$ cat src/hdl/mesi_snoop_read_fifo_caches_top_macros.svh
// ============================================================================
// Assertion macros for the MESI snoop read path
// Macros for concurrent checks in the top-level RTL module.
// ============================================================================
`ifndef MESI_SNOOP_READ_FIFO_CACHES_TOP_MACROS_SVH
`define MESI_SNOOP_READ_FIFO_CACHES_TOP_MACROS_SVH

// Same-cycle implication under reset.
`define MSRF_ASSERT_IMP(lbl, ante, cons) \
    lbl: assert property (@(posedge i_clk) disable iff (!i_rst_n) (ante) |-> (cons)) \
        else $error("msrf check failed");

// Next-cycle implication under reset.
`define MSRF_ASSERT_NXT(lbl, ante, cons) \
    lbl: assert property (@(posedge i_clk) disable iff (!i_rst_n) (ante) |=> (cons)) \
        else $error("msrf check failed");

`endif

$ cat src/hdl/msrf_pkg.sv
// ============================================================================
// MESI snoop read path package
// Sizes, codes and shared types of the coherent cache read path.
// ============================================================================
package msrf_pkg;

    localparam int NUM_CPUS    = 3;
    localparam int LINES       = 8;
    localparam int MEM_WORDS   = 64;
    localparam int DATA_BITS   = 16;
    localparam int CPU_BITS    = 2;
    localparam int LINE_BITS   = $clog2(LINES);
    localparam int ADDR_BITS   = $clog2(MEM_WORDS);
    localparam int BLK_BITS    = ADDR_BITS - 1;
    localparam int BLOCKS      = MEM_WORDS / 2;
    localparam int TOTAL_LINES = NUM_CPUS * LINES;
    localparam int LIDX_BITS   = $clog2(TOTAL_LINES);

    typedef enum logic [1:0] {
        MESI_I = 2'd0,
        MESI_S = 2'd1,
        MESI_E = 2'd2,
        MESI_M = 2'd3
    } t_mesi;

    typedef enum logic [1:0] {
        SRC_OWN  = 2'd0,
        SRC_MEM  = 2'd1,
        SRC_PEER = 2'd2,
        SRC_NONE = 2'd3
    } t_src;

    typedef enum logic {
        OP_READ    = 1'b0,
        OP_PRELOAD = 1'b1
    } t_op;

    typedef enum logic [1:0] {
        ST_IDLE,
        ST_LOOK,
        ST_WRITE
    } t_fsm;

    typedef struct packed {
        logic                   own_hit;
        logic [LINE_BITS-1:0]   own_line;
        t_mesi                  own_state;
        logic                   peer_hit;
        logic [CPU_BITS-1:0]    peer_cpu;
        logic [LINE_BITS-1:0]   peer_line;
        logic [TOTAL_LINES-1:0] peer_match;
        logic [LINE_BITS-1:0]   victim;
    } t_lookup;

    typedef struct packed {
        logic                   fill_en;
        logic [CPU_BITS-1:0]    fill_cpu;
        logic [LINE_BITS-1:0]   fill_line;
        logic [BLK_BITS-1:0]    fill_blk;
        t_mesi                  fill_state;
        logic [TOTAL_LINES-1:0] share_vec;
    } t_update;

    function automatic logic [LIDX_BITS-1:0] line_idx(input logic [CPU_BITS-1:0] cpu,
                                                      input logic [LINE_BITS-1:0] line);
        line_idx = LIDX_BITS'(int'(cpu) * LINES + int'(line));
    endfunction

endpackage

$ cat src/hdl/msrf_tag_dir.sv
// ============================================================================
// Tag directory
// Tags, MESI states and FIFO fill pointers of all caches, with parallel snoop.
// ============================================================================
module msrf_tag_dir (
    input  logic                             i_clk,
    input  logic                             i_rst_n,
    input  logic [msrf_pkg::CPU_BITS-1:0]    i_cpu,
    input  logic [msrf_pkg::BLK_BITS-1:0]    i_blk,
    input  msrf_pkg::t_update                i_upd,
    output msrf_pkg::t_lookup                o_look
);

    logic                           r_valid [msrf_pkg::TOTAL_LINES];
    logic [msrf_pkg::BLK_BITS-1:0]  r_blk   [msrf_pkg::TOTAL_LINES];
    msrf_pkg::t_mesi                r_mesi  [msrf_pkg::TOTAL_LINES];
    logic [msrf_pkg::LINE_BITS-1:0] r_ptr   [msrf_pkg::NUM_CPUS];

    logic [msrf_pkg::TOTAL_LINES-1:0] match;
    logic [msrf_pkg::CPU_BITS-1:0]    cpu_safe;

    always_comb begin
        for (int j = 0; j < msrf_pkg::TOTAL_LINES; j++) begin
            match[j] = r_valid[j] && (r_blk[j] == i_blk) && (r_mesi[j] != msrf_pkg::MESI_I);
        end
    end

    assign cpu_safe = (int'(i_cpu) < msrf_pkg::NUM_CPUS) ? i_cpu : '0;

    always_comb begin
        o_look = '0;
        for (int l = msrf_pkg::LINES - 1; l >= 0; l--) begin
            if (match[int'(cpu_safe) * msrf_pkg::LINES + l]) begin
                o_look.own_hit   = 1'b1;
                o_look.own_line  = msrf_pkg::LINE_BITS'(l);
                o_look.own_state = r_mesi[int'(cpu_safe) * msrf_pkg::LINES + l];
            end
        end
        for (int p = msrf_pkg::NUM_CPUS - 1; p >= 0; p--) begin
            if (p != int'(i_cpu)) begin
                for (int l = msrf_pkg::LINES - 1; l >= 0; l--) begin
                    if (match[p * msrf_pkg::LINES + l]) begin
                        o_look.peer_hit  = 1'b1;
                        o_look.peer_cpu  = msrf_pkg::CPU_BITS'(p);
                        o_look.peer_line = msrf_pkg::LINE_BITS'(l);
                        o_look.peer_match[p * msrf_pkg::LINES + l] = 1'b1;
                    end
                end
            end
        end
        o_look.victim = r_ptr[cpu_safe];
    end

    always_ff @(posedge i_clk) begin
        if (!i_rst_n) begin
            for (int j = 0; j < msrf_pkg::TOTAL_LINES; j++) begin
                r_valid[j] <= 1'b0;
                r_mesi[j]  <= msrf_pkg::MESI_I;
            end
            for (int p = 0; p < msrf_pkg::NUM_CPUS; p++) begin
                r_ptr[p] <= '0;
            end
        end else begin
            for (int j = 0; j < msrf_pkg::TOTAL_LINES; j++) begin
                if (i_upd.share_vec[j]) begin
                    r_mesi[j] <= msrf_pkg::MESI_S;
                end
            end
            if (i_upd.fill_en) begin
                r_valid[msrf_pkg::line_idx(i_upd.fill_cpu, i_upd.fill_line)] <= 1'b1;
                r_mesi[msrf_pkg::line_idx(i_upd.fill_cpu, i_upd.fill_line)]  <= i_upd.fill_state;
                r_ptr[i_upd.fill_cpu] <= (int'(i_upd.fill_line) == msrf_pkg::LINES - 1)
                                         ? '0 : i_upd.fill_line + 1'b1;
            end
        end
    end

    always_ff @(posedge i_clk) begin
        if (i_upd.fill_en) begin
            r_blk[msrf_pkg::line_idx(i_upd.fill_cpu, i_upd.fill_line)] <= i_upd.fill_blk;
        end
    end

endmodule

$ cat src/hdl/mesi_snoop_read_fifo_caches_top.sv
// ============================================================================
// MESI snoop read path, top level
// Coherent read path of several small caches over a shared block memory.
// ============================================================================
// Requests arrive as beats on the input channel (i_in_valid / o_in_ready).
// A read beat produces one result beat on the output channel; a preload beat
// or a read from a nonexistent processor produces none.
// A read passes through the snoop state, where the parallel tag snoop also
// launches the line and memory reads, and then the write state, which writes
// back the line, tags and FIFO pointer. A new beat is taken in the write
// state but not in the snoop state; a preload writes memory in the snoop
// state and then returns to idle. The result sits in an output register.
// When the receiver stalls, the block holds the finished read in the write
// state until the register frees up. Reset empties all caches and makes
// shared memory read as zero, with no clearing pass.
// ============================================================================
`include "mesi_snoop_read_fifo_caches_top_macros.svh"

module mesi_snoop_read_fifo_caches_top (
    input  logic                             i_clk,
    input  logic                             i_rst_n,
    input  logic                             i_in_valid,
    output logic                             o_in_ready,
    input  logic                             i_op,
    input  logic [msrf_pkg::CPU_BITS-1:0]    i_cpu_id,
    input  logic [msrf_pkg::ADDR_BITS-1:0]   i_address,
    input  logic [msrf_pkg::DATA_BITS-1:0]   i_write_data,
    output logic                             o_out_valid,
    input  logic                             i_out_ready,
    output logic                             o_hit,
    output logic [1:0]                       o_source,
    output logic [msrf_pkg::CPU_BITS-1:0]    o_supplier_cpu,
    output logic [msrf_pkg::LINE_BITS-1:0]   o_line_index,
    output logic [msrf_pkg::DATA_BITS-1:0]   o_read_data,
    output logic [1:0]                       o_line_state
);

    localparam int DW = msrf_pkg::DATA_BITS;

    msrf_pkg::t_fsm r_state, n_state;

    logic                            r_op;
    logic [msrf_pkg::CPU_BITS-1:0]   r_cpu;
    logic [msrf_pkg::ADDR_BITS-1:0]  r_addr;
    logic [DW-1:0]                   r_wdata;
    msrf_pkg::t_lookup               look, r_look;
    msrf_pkg::t_update               upd;

    logic [2*DW-1:0]                 line_mem [msrf_pkg::TOTAL_LINES];
    logic [DW-1:0]                   mem_even [msrf_pkg::BLOCKS];
    logic [DW-1:0]                   mem_odd  [msrf_pkg::BLOCKS];
    logic [msrf_pkg::MEM_WORDS-1:0]  r_mem_vld;
    logic [2*DW-1:0]                 r_line_rd;
    logic [DW-1:0]                   r_even_rd, r_odd_rd;
    logic                            r_even_vld, r_odd_vld;

    logic                            r_out_valid, r_hit;
    logic [1:0]                      r_source, r_line_state;
    logic [msrf_pkg::CPU_BITS-1:0]   r_supplier;
    logic [msrf_pkg::LINE_BITS-1:0]  r_line_index;
    logic [DW-1:0]                   r_read_data;

    logic                            accept, slot_free, read_ok, finish, preload_wr;
    logic [msrf_pkg::BLK_BITS-1:0]   blk;
    logic [msrf_pkg::LIDX_BITS-1:0]  rd_idx;
    logic [2*DW-1:0]                 fill;
    logic [DW-1:0]                   word;

    assign blk       = r_addr[msrf_pkg::ADDR_BITS-1:1];
    assign slot_free = !r_out_valid || i_out_ready;
    assign read_ok   = (r_op == msrf_pkg::OP_READ) && (int'(r_cpu) < msrf_pkg::NUM_CPUS);
    assign accept    = i_in_valid && o_in_ready;

    msrf_tag_dir u_tag_dir (
        .i_clk   (i_clk),
        .i_rst_n (i_rst_n),
        .i_cpu   (r_cpu),
        .i_blk   (blk),
        .i_upd   (upd),
        .o_look  (look)
    );

    always_comb begin
        n_state = r_state;
        unique case (r_state)
            msrf_pkg::ST_IDLE: begin
                if (i_in_valid) begin
                    n_state = msrf_pkg::ST_LOOK;
                end
            end
            msrf_pkg::ST_LOOK: begin
                n_state = read_ok ? msrf_pkg::ST_WRITE : msrf_pkg::ST_IDLE;
            end
            msrf_pkg::ST_WRITE: begin
                if (slot_free) begin
                    n_state = i_in_valid ? msrf_pkg::ST_LOOK : msrf_pkg::ST_IDLE;
                end
            end
            default: n_state = msrf_pkg::ST_IDLE;
        endcase
    end

    always_comb begin
        o_in_ready = 1'b0;
        finish     = 1'b0;
        preload_wr = 1'b0;
        unique case (r_state)
            msrf_pkg::ST_IDLE:  o_in_ready = 1'b1;
            msrf_pkg::ST_LOOK:  preload_wr = (r_op == msrf_pkg::OP_PRELOAD);
            msrf_pkg::ST_WRITE: begin
                o_in_ready = slot_free;
                finish     = slot_free;
            end
            default: o_in_ready = 1'b0;
        endcase
    end

    always_ff @(posedge i_clk) begin
        if (!i_rst_n) begin
            r_state <= msrf_pkg::ST_IDLE;
        end else begin
            r_state <= n_state;
        end
    end

    always_ff @(posedge i_clk) begin
        if (accept) begin
            r_op    <= i_op;
            r_cpu   <= i_cpu_id;
            r_addr  <= i_address;
            r_wdata <= i_write_data;
        end
        if (r_state == msrf_pkg::ST_LOOK) begin
            r_look <= look;
        end
    end

    assign rd_idx = look.own_hit ? msrf_pkg::line_idx(r_cpu, look.own_line)
                                 : msrf_pkg::line_idx(look.peer_cpu, look.peer_line);

    always_ff @(posedge i_clk) begin
        r_line_rd <= line_mem[rd_idx];
        r_even_rd <= mem_even[blk];
        r_odd_rd  <= mem_odd[blk];
        if (preload_wr) begin
            if (r_addr[0]) begin
                mem_odd[blk] <= r_wdata;
            end else begin
                mem_even[blk] <= r_wdata;
            end
        end
        if (upd.fill_en) begin
            line_mem[msrf_pkg::line_idx(upd.fill_cpu, upd.fill_line)] <= fill;
        end
    end

    always_ff @(posedge i_clk) begin
        if (!i_rst_n) begin
            r_mem_vld <= '0;
        end else if (preload_wr) begin
            r_mem_vld[r_addr] <= 1'b1;
        end
    end

    always_ff @(posedge i_clk) begin
        r_even_vld <= r_mem_vld[{blk, 1'b0}];
        r_odd_vld  <= r_mem_vld[{blk, 1'b1}];
    end

    always_comb begin
        if (r_look.peer_hit) begin
            fill = r_line_rd;
        end else begin
            fill = {r_odd_vld ? r_odd_rd : '0, r_even_vld ? r_even_rd : '0};
        end
    end

    always_comb begin
        upd            = '0;
        upd.fill_en    = finish && !r_look.own_hit;
        upd.fill_cpu   = r_cpu;
        upd.fill_line  = r_look.victim;
        upd.fill_blk   = blk;
        upd.fill_state = r_look.peer_hit ? msrf_pkg::MESI_S : msrf_pkg::MESI_E;
        upd.share_vec  = (finish && !r_look.own_hit) ? r_look.peer_match : '0;
    end

    always_comb begin
        logic [2*DW-1:0] src_word;
        src_word = r_look.own_hit ? r_line_rd : fill;
        word     = r_addr[0] ? src_word[2*DW-1:DW] : src_word[DW-1:0];
    end

    always_ff @(posedge i_clk) begin
        if (!i_rst_n) begin
            r_out_valid <= 1'b0;
        end else if (finish) begin
            r_out_valid <= 1'b1;
        end else if (i_out_ready) begin
            r_out_valid <= 1'b0;
        end
    end

    always_ff @(posedge i_clk) begin
        if (finish) begin
            r_hit       <= r_look.own_hit;
            r_read_data <= word;
            if (r_look.own_hit) begin
                r_source     <= msrf_pkg::SRC_OWN;
                r_supplier   <= '0;
                r_line_index <= r_look.own_line;
                r_line_state <= r_look.own_state;
            end else begin
                r_source     <= r_look.peer_hit ? msrf_pkg::SRC_PEER : msrf_pkg::SRC_MEM;
                r_supplier   <= r_look.peer_hit ? r_look.peer_cpu : '0;
                r_line_index <= r_look.victim;
                r_line_state <= r_look.peer_hit ? msrf_pkg::MESI_S : msrf_pkg::MESI_E;
            end
        end
    end

    assign o_out_valid    = r_out_valid;
    assign o_hit          = r_hit;
    assign o_source       = r_source;
    assign o_supplier_cpu = r_supplier;
    assign o_line_index   = r_line_index;
    assign o_read_data    = r_read_data;
    assign o_line_state   = r_line_state;

    `MSRF_ASSERT_IMP(a_accept_state, accept,
        (r_state == msrf_pkg::ST_IDLE) || (r_state == msrf_pkg::ST_WRITE))
    `MSRF_ASSERT_IMP(a_own_is_hit, o_out_valid && (o_source == msrf_pkg::SRC_OWN), o_hit)
    `MSRF_ASSERT_IMP(a_mem_fill_excl, o_out_valid && (o_source == msrf_pkg::SRC_MEM),
        o_line_state == msrf_pkg::MESI_E)
    `MSRF_ASSERT_NXT(a_finish_shows, finish, o_out_valid)

endmodule

$ cat config.mk
export PLATFORM = sky130hd
export DESIGN_NAME = mesi_snoop_read_fifo_caches_top
export DESIGN_NICKNAME = d
export VERILOG_FILES = /design/src/hdl/msrf_pkg.sv /design/src/hdl/msrf_tag_dir.sv /design/src/hdl/mesi_snoop_read_fifo_caches_top.sv
export VERILOG_INCLUDE_DIRS = /design/src /design/src/hdl
export SDC_FILE = /design/constraint.sdc
export NUM_CORES = 2
export LEC_CHECK = 0
export BUFFER_PORTS_ARGS = -buffer_cell sky130_fd_sc_hd__buf_2
export CAP_MARGIN = 20
export CORE_MARGIN = 1
export CORE_UTILIZATION = 61
export CTS_BUF_LIST = sky130_fd_sc_hd__clkbuf_2
export CTS_CLUSTER_DIAMETER = 60
export DETAILED_ROUTE_END_ITERATION = 8
export PLACE_DENSITY_LB_ADDON = 0.1
export SLEW_MARGIN = 20
export SYNTH_ARGS = -nofsm -noshare
export SYNTH_HDL_FRONTEND = slang
export SYNTH_SLANG_ARGS = --single-unit
export TNS_END_PERCENT = 50
$ cat constraint.sdc
create_clock -name i_clk -period 9 [get_ports i_clk]
set_input_delay 1.8 -clock i_clk [delete_from_list [all_inputs] [get_ports i_clk]]
set_output_delay 1.8 -clock i_clk [all_outputs]
set_load 0.01 [all_outputs]
**Yosys cells after proc, flatten, opt, wreduce, memory -nomap -nowiden**

Memories as Yosys holds them, arrays and structs flattened. A register that Yosys moved wholly into a read port is not among the register bits.
Cells that the tools add are included.

- Register bits: 153
- RAM bits: 1,993
- Input bits: 29
- Memories kept: 7

Memory list:

| name | depth | bits a word | rd ports | clocked after memory_dff | wr ports | line | text |
|---|---|---|---|---|---|---|---|
| line_mem | 24 | 32 | 1 | 1 | 1 | mesi_snoop_read_fifo_caches_top.sv:49 | `logic [2*DW-1:0] line_mem [msrf_pkg::TOTAL_LINES];` |
| mem_even | 32 | 16 | 1 | 1 | 1 | mesi_snoop_read_fifo_caches_top.sv:50 | `logic [DW-1:0] mem_even [msrf_pkg::BLOCKS];` |
| mem_odd | 32 | 16 | 1 | 1 | 1 | mesi_snoop_read_fifo_caches_top.sv:51 | `logic [DW-1:0] mem_odd [msrf_pkg::BLOCKS];` |
| u_tag_dir.r_blk | 24 | 5 | 24 | 0 | 1 | msrf_tag_dir.sv:15 | `logic [msrf_pkg::BLK_BITS-1:0] r_blk [msrf_pkg::TOTAL_LINES];` |
| u_tag_dir.r_mesi | 24 | 2 | 32 | 0 | 25 | msrf_tag_dir.sv:16 | `msrf_pkg::t_mesi r_mesi [msrf_pkg::TOTAL_LINES];` |
| u_tag_dir.r_valid | 24 | 1 | 24 | 0 | 24 | msrf_tag_dir.sv:14 | `logic r_valid [msrf_pkg::TOTAL_LINES];` |
| 1 more memories | - | - | - | - | - | - |  |

- Add/subtract/negate cells: 11
- $lt $le $gt $ge: 13
- Equality and inequality tests: 31
- Mux-type cells: 223
- Bitwise logic cells: 27
- Reductions and logical operators: 86

Operators with widths:

| operator | count |
|---|---|
| 32-bit by 7-bit less-than comparator with 1-bit output (second input constant) | 7 |
| 6-bit 2-to-1 mux | 33 |
| 1-bit 2-to-1 mux | 132 |
| 5-bit == test | 24 |
| 2-bit 2-to-1 mux | 32 |
| 32-bit 2-to-1 mux | 2 |
| 64-bit OR | 1 |
| 1-bit logical AND | 52 |
| 2-bit nonzero test | 26 |
| 16-bit 2-to-1 mux | 3 |
| 1-bit binary-select mux with 5-bit select | 9 |
| 5-bit by 3-bit adder with 6-bit output (second input constant) | 4 |
| 24-bit 2-to-1 mux | 1 |
| 1-bit OR | 24 |
| 6-bit by 7-bit less-than comparator with 1-bit output (second input constant) | 3 |
| 5-bit by 3-bit adder with 5-bit output | 3 |
| 14-bit 2-to-1 mux | 1 |
| 5-bit by 2-bit adder with 6-bit output (second input constant) | 2 |
| 5-bit 2-to-1 mux | 2 |
| 3-bit 2-to-1 mux | 3 |
| 7-bit 2-to-1 mux | 1 |
| 5-bit by 1-bit adder with 6-bit output (second input constant) | 1 |
| 1-bit demux with 6-bit select | 1 |
| 6-bit by 1-bit >= comparator with 1-bit output (second input constant) | 1 |
| other kinds (19) | 23 |

**Longest topological paths before layout**

An unclocked memory read counts as a cell.

- Depth in word-level cells: 33
- Mapped depth: 21

**Cells and area by module**

Synthesis repeated with hierarchy kept, for this count alone.

- Cells, all modules: 5,239
- Area, all modules: 86,424.1 µm²

Modules (own cells, without submodules):

| module | times used | cells an instance | area an instance (µm²) | sequential area each (µm²) |
|---|---|---|---|---|
| mesi_snoop_read_fifo_caches_top | 1 | 4,349 | 76,104.2 | 59,086.7 |
| msrf_tag_dir | 1 | 890 | 10,319.9 | 5,795.6 |

**Least setup slack after synthesis**

Ideal clock, no wire load.

- Kind: input -> register
- Start: input i_out_ready
- End: memory line_mem[16][0] (netlist bit) (enable)
- Data arrival time: 5,203 ps
- Required time: 8,521 ps
- Setup slack: 3,318 ps
- Stages: 5
- Buffers on the path: 1
- Cell sequence: nor2b_1 -> nor3_1 -> clkbuf_1 -> nand2_1 -> nor3_1

- Longest elaborated chain between the ends: 5

RTL lines:

| what | line | text |
|---|---|---|
| from (decl) | mesi_snoop_read_fifo_caches_top.sv:29 | `input logic i_out_ready,` |
| 1-bit logical OR | mesi_snoop_read_fifo_caches_top.sv:70 | `assign slot_free = !r_out_valid \|\| i_out_ready;` |
| 1-bit 2-to-1 mux | mesi_snoop_read_fifo_caches_top.sv:107 | `unique case (r_state)` |
| 1-bit logical AND | mesi_snoop_read_fifo_caches_top.sv:180 | `upd.fill_en = finish && !r_look.own_hit;` |
| 1-bit 2-to-1 mux | mesi_snoop_read_fifo_caches_top.sv:152 | `if (upd.fill_en) begin` |
| 1-bit 2-to-1 mux (implied by the code) | mesi_snoop_read_fifo_caches_top.sv:153 | `line_mem[msrf_pkg::line_idx(upd.fill_cpu, upd.fill_line)] <= fill;` |
| to (decl) | mesi_snoop_read_fifo_caches_top.sv:49 |  |

Every way passes these cells.

**Worst setup path after layout**

- Start: register r_addr[2] (netlist bit)
- End: register r_line_rd[23] (read register of line_mem)

- Longest elaborated chain between the ends: 32
- Elaborated cells on any way between the ends: 133
- Those cells by class: 2 x add/sub; 24 x eq/ne; 59 x mux; 48 x reduce/logical

RTL lines:

| what | line | text |
|---|---|---|
| from (decl) | mesi_snoop_read_fifo_caches_top.sv:44 | `logic [msrf_pkg::ADDR_BITS-1:0] r_addr;` |
| from (signal assigned) | mesi_snoop_read_fifo_caches_top.sv:130 | `r_addr <= i_address;` |
| 5-bit == test | msrf_tag_dir.sv:24 | `match[j] = r_valid[j] && (r_blk[j] == i_blk) && (r_mesi[j] != msrf_pkg::MESI_I);` |
| 1-bit logical AND (2 in series) | msrf_tag_dir.sv:24 |  |
| 7-bit 2-to-1 mux | msrf_tag_dir.sv:42 | `if (match[p * msrf_pkg::LINES + l]) begin` |
| 6-bit 2-to-1 mux (7 in series) | msrf_tag_dir.sv:42 |  |
| 14-bit 2-to-1 mux | msrf_tag_dir.sv:40 | `if (p != int'(i_cpu)) begin` |
| 6-bit 2-to-1 mux (8 in series) | msrf_tag_dir.sv:42 |  |
| 6-bit 2-to-1 mux | msrf_tag_dir.sv:40 |  |
| 6-bit 2-to-1 mux (8 in series) | msrf_tag_dir.sv:42 |  |
| 6-bit 2-to-1 mux | msrf_tag_dir.sv:40 |  |
| 5-bit by 3-bit adder with 5-bit output | msrf_pkg.sv:66 | `line_idx = LIDX_BITS'(int'(cpu) * LINES + int'(line));` |
| 5-bit 2-to-1 mux (*) | mesi_snoop_read_fifo_caches_top.sv:138 | `assign rd_idx = look.own_hit ? msrf_pkg::line_idx(r_cpu, look.own_line)` |
| to (decl) | mesi_snoop_read_fifo_caches_top.sv:53 | `logic [2*DW-1:0] r_line_rd;` |

Every way passes the cells marked *; elsewhere a longest branch is shown, timed or not. The select of a mux whose other input is x is not followed.
A chain may end at the register's enable or synchronous reset.

==> out/metrics.csv <==
stage,metric,value,unit
floorplan,fp.dieH,381,um
layout,final_core_utilization,67.3,%
yosys,synthSimpleGateAreaFrac,4.19,%
critical_path,worst_setup_path_startpoint,r_addr[2]$_DFFE_PP_,
critical_path,delay_of_the_slowest_critical_path_stage,990,ps
timing,timing.max_slew.rel_slack,21.8,%
yosys,ys_seq_elements,2213,
critical_path,worst_r2r_endpoint,r_line_rd[23]$_DFF_P_,
yosys,mean_instance_size_in_the_synthesized_netlist,17.3,um^2
timing,fin_worst_hold_slack,278,ps
yosys,synth_xor_xnor_area_share,1.18,%
timing,setup_skew_after_layout,145,ps
critical_path,timing.rr.start,r_addr[2]$_DFFE_PP_,
power,power.combinational.fraction,3.4,%
worst_hold_path,hp-start,i_write_data[5],
timing,timing.final.max_slew_violations,0,
grt,globalRoute.totalOverflow,0,
layout,area.growth.synth_to_final,8.96,%
critical_path,cp.arrival,8630,ps
timing,finalWorstPathRequiredPeriod,7110,ps
critical_path,critPathCaptureType,flop,
grt,track_usage,31.4,%
floorplan,floorplan.die_area,0.145,mm^2
power,p_leak,32.6,nW
critical_path,timing.critical_path.cells,"xnor2_1, nand4_1, nor3_1, a222oi_1, a211oi_4, buf_4, o21a_2, or3_4, nand2_4, nor2_1, buf_4, a22oi_1, nand4_1",
clock_network,cts_resized,0,
routing,detail_route.wl_per_cell,29.1,um
floorplan,initial_utilization,61.7,%
critical_path,worst-path-max-fanout,87,
critical_path,critical-path-slowest-cell,sky130_fd_sc_hd__edfxtp_1,
status,outcome,finished clean,
critical_path,required_arrival_time_at_the_worst_endpoint,10530,ps
critical_path,worst-setup-path-type,reg -> reg,
power,power.share.switching,23.6,%
yosys,synth_adder_area_share,0.0713,%
grt,grt_max_degree,105,
timing,final-hold-violation-count,0,
yosys,synth.yosys.seq_area_share,74.0,%
place,placed_cells_incl_taps,6847,
yosys,synth_enable_flop_cells,2056,
yosys,synth-async-reset-ratio,0,%
yosys,combinational_family_with_the_most_area_after_synthesis,multiplexers,
clock_network,clock-sinks,2213,
floorplan,die_w,381,um
clock_network,htreeDepth,6,
timing,grt_setup_unrepaired,false,
yosys,synth-compound-area-share,8.86,%
timing,worst_pin_slew,1170,ps
yosys,yosysWarningCount,0,
yosys,synth_cells,5072,
floorplan,std_cell_rows,138,
timing,maxClockFrequency,0.141,GHz
grt,grt_pass1_vias,50800,
clock_network,clk_pin_slew_worst_paths,100,ps
layout,commonest_non_fill_non_tap_cell_in_the_layout,sky130_fd_sc_hd__edfxtp_1,
clock_network,cts_post_setup_buffers_inserted,0,
clock_network,clockBufferDepth,4,
routing,detail_route.iter0.violations,6365,
yosys,syn_std_cell_area,0.0877,mm^2
critical_path,start_kind,flop,
critical_path,critical-path-top-delay-family,simple AND/OR/NAND/NOR gates,
worst_hold_path,worst_hold_path.endpoint,r_wdata[5]$_DFFE_PP_,
layout,final-instance-count-excl-fill,7828,
timing,final.setup.tns,0,ps
layout,nets,5560,
critical_path,r2r_setup_slack,1890,ps
power,total_switching_power,4.32,mW
routing,drtPass1Iterations,8,
clock_network,number_of_buffers_inserted_for_hold_repair_after_clock_tree_synthesis,0,
grt,number_of_antenna_violations_at_the_first_check_in_global_routing,3,
place,buffer_ports.inserted,56,
clock_network,worstSkewPairLatency,1720,ps
yosys,dominant_synthesized_flop_cell,sky130_fd_sc_hd__edfxtp_1,
clock_network,cts-buffers-inserted,561,
routing,routed_wl,228000,um
routing,drtAntennaViolNets,0,
power,p_per_area,192,mW/mm^2
job,max_cap_viol_count,0,
floorplan,core_area,0.142,mm^2
timing,fin_ws,1890,ps
power,power_frac_clock,35.1,%
yosys,synth.area.mux_share,9.63,%
critical_path,critical_path.n_buffers_inverters,2,
power,ir_drop,162,uV
layout,layout.cells.most_common_list,"sky130_fd_sc_hd__edfxtp_1, sky130_fd_sc_hd__clkbuf_2, sky130_fd_sc_hd__mux4_2, sky130_fd_sc_hd__buf_4, sky130_fd_sc_hd__mux2i_1",
worst_hold_path,min_path_cells,1,
clock_network,cts_root_buffer,sky130_fd_sc_hd__clkbuf_2,
clock_network,cts_tree,done,
power,seq_power_share,61.5,%
place,pre_cts_ws,2100,ps
grt,grt_pass1_wl,331000,um
power,intPower,14.0,mW
yosys,synth_nets,5106,
place,dp_hpwl,130000,um
critical_path,worst_r2r_path_depth,13,
place,finalWeightedCongestion,0.942,
floorplan,io_pins,57,
routing,route.detailed.drc,0,
layout,drive_gt1_share,26.4,%
yosys,synth_cell_types,76,
timing,setup_viol,0,
timing,layout_worst_path_cycle_share,79.0,%
routing,routed-via-count,51300,
routing,post_drt_via_cell_ratio,6.55,
worst_hold_path,hp-class,in -> reg,
[cell type report]
cell class                 instances  area (um^2)
multi-input combinational       2424        21400
fill                            9815        46500
clock inverter                    94          402
antenna                           11         27.5
inverter                          70          263
tap                             1890         2360
clock buffer                     870         4350
sequential                      2213        64900
timing repair buffer             256         1880
[worst max path at each step]
| stage | cells after the start | endpoint | slack [ps] |
|---|---|---|---|
| final | 13 | r_line_rd[23]$_DFF_P_ | 1890 |
| after global routing | 13 | r_line_rd[25]$_DFF_P_ | 1600 |
| after CTS | 13 | r_line_rd[23]$_DFF_P_ | 1980 |
| after detailed placement | 13 | r_line_rd[23]$_DFF_P_ | 2100 |
| after global placement | 13 | r_line_rd[24]$_DFF_P_ | 2270 |
| after floorplan | 5 | line_mem[16][0]$_DFFE_PP_ | 3320 |
[layer usage]
layer | share of wire, % | GRT usage (%) | vias to the layer above | wire length, um
met3 | 10 | 6.78 | 478 | 23000
met5 | 0.0083 | 0 | - | 19
met4 | 3.1 | 11.9 | 2 | 7180
li1 | - | - | 21900 | -
met2 | 48 | 48.9 | 2844 | 109000
met1 | 39 | 43.8 | 26100 | 89300
[registers in the layout (all words and copies together), names as in the netlist, 3 cells and up]
signal and count:
line_mem 768, mem_even 512, mem_odd 512, o_line_index 3, o_read_data 16, r_addr 6, r_even_rd 16, r_line_rd 32
r_look 36, r_mem_vld 64, r_odd_rd 16, r_wdata 16, u_tag_dir.r_blk 120, u_tag_dir.r_mesi 48, u_tag_dir.r_ptr 9, u_tag_dir.r_valid 24
[kinds of logic after synthesis]
logic type      count (synthesis)
buf+inv                       435
xor+xnor                      118
mux                           497
simple gates                  739
flops                        2213
compound gates               1065
fa+ha+maj                       5
[power groups by stage]
stage               Combinational, mW  Clock (mW)  Sequential (mW)
floorplan                       0.349           0             11.5
global placement                0.606           0             11.5
detailed placement              0.619           0             11.5
CTS                             0.619        6.54             11.3
global route                    0.654        7.05             11.3
finish                          0.621        6.42             11.3
[synthesized netlist by cell type (22+ instances only)]
| master | instances | area [um^2] |
|---|---|---|
| sky130_fd_sc_hd__edfxtp_1 | 2056 | 61700 |
| sky130_fd_sc_hd__mux4_2 | 272 | 6130 |
| sky130_fd_sc_hd__clkbuf_1 | 262 | 983 |
| sky130_fd_sc_hd__nor2_1 | 194 | 728 |
| sky130_fd_sc_hd__mux2i_1 | 167 | 1670 |
| sky130_fd_sc_hd__o21ai_0 | 166 | 831 |
| sky130_fd_sc_hd__dfxtp_1 | 157 | 3140 |
| sky130_fd_sc_hd__a22oi_1 | 151 | 1130 |
| sky130_fd_sc_hd__nand2_1 | 130 | 488 |
| sky130_fd_sc_hd__a211oi_1 | 124 | 931 |
| sky130_fd_sc_hd__nand3_1 | 109 | 546 |
| sky130_fd_sc_hd__a21oi_1 | 108 | 541 |
| sky130_fd_sc_hd__o21a_1 | 99 | 743 |
| sky130_fd_sc_hd__and3_1 | 77 | 482 |
| sky130_fd_sc_hd__nand4_1 | 72 | 450 |
| sky130_fd_sc_hd__xor2_1 | 72 | 631 |
| sky130_fd_sc_hd__inv_1 | 69 | 259 |
| sky130_fd_sc_hd__o211ai_1 | 65 | 488 |
| sky130_fd_sc_hd__o41ai_1 | 58 | 508 |
| sky130_fd_sc_hd__o211a_1 | 57 | 571 |
| sky130_fd_sc_hd__a211o_1 | 56 | 490 |
| sky130_fd_sc_hd__nor3_1 | 51 | 255 |
| sky130_fd_sc_hd__buf_1 | 49 | 184 |
| sky130_fd_sc_hd__mux2_2 | 46 | 518 |
| sky130_fd_sc_hd__xnor2_1 | 46 | 403 |
| sky130_fd_sc_hd__o22a_1 | 44 | 385 |
| sky130_fd_sc_hd__a2111oi_0 | 36 | 315 |
| sky130_fd_sc_hd__a32oi_1 | 29 | 254 |
| sky130_fd_sc_hd__buf_2 | 27 | 135 |
| sky130_fd_sc_hd__nor4_1 | 22 | 138 |
[through the flow]
step	total power, mW	cell area [um^2]
finish	18.3	95600
global route	19.0	95600
CTS	18.4	95400
detailed placement	12.1	90700
global placement	12.1	90600
floorplan	11.9	87700
Power figures use the tool's default switching activity.
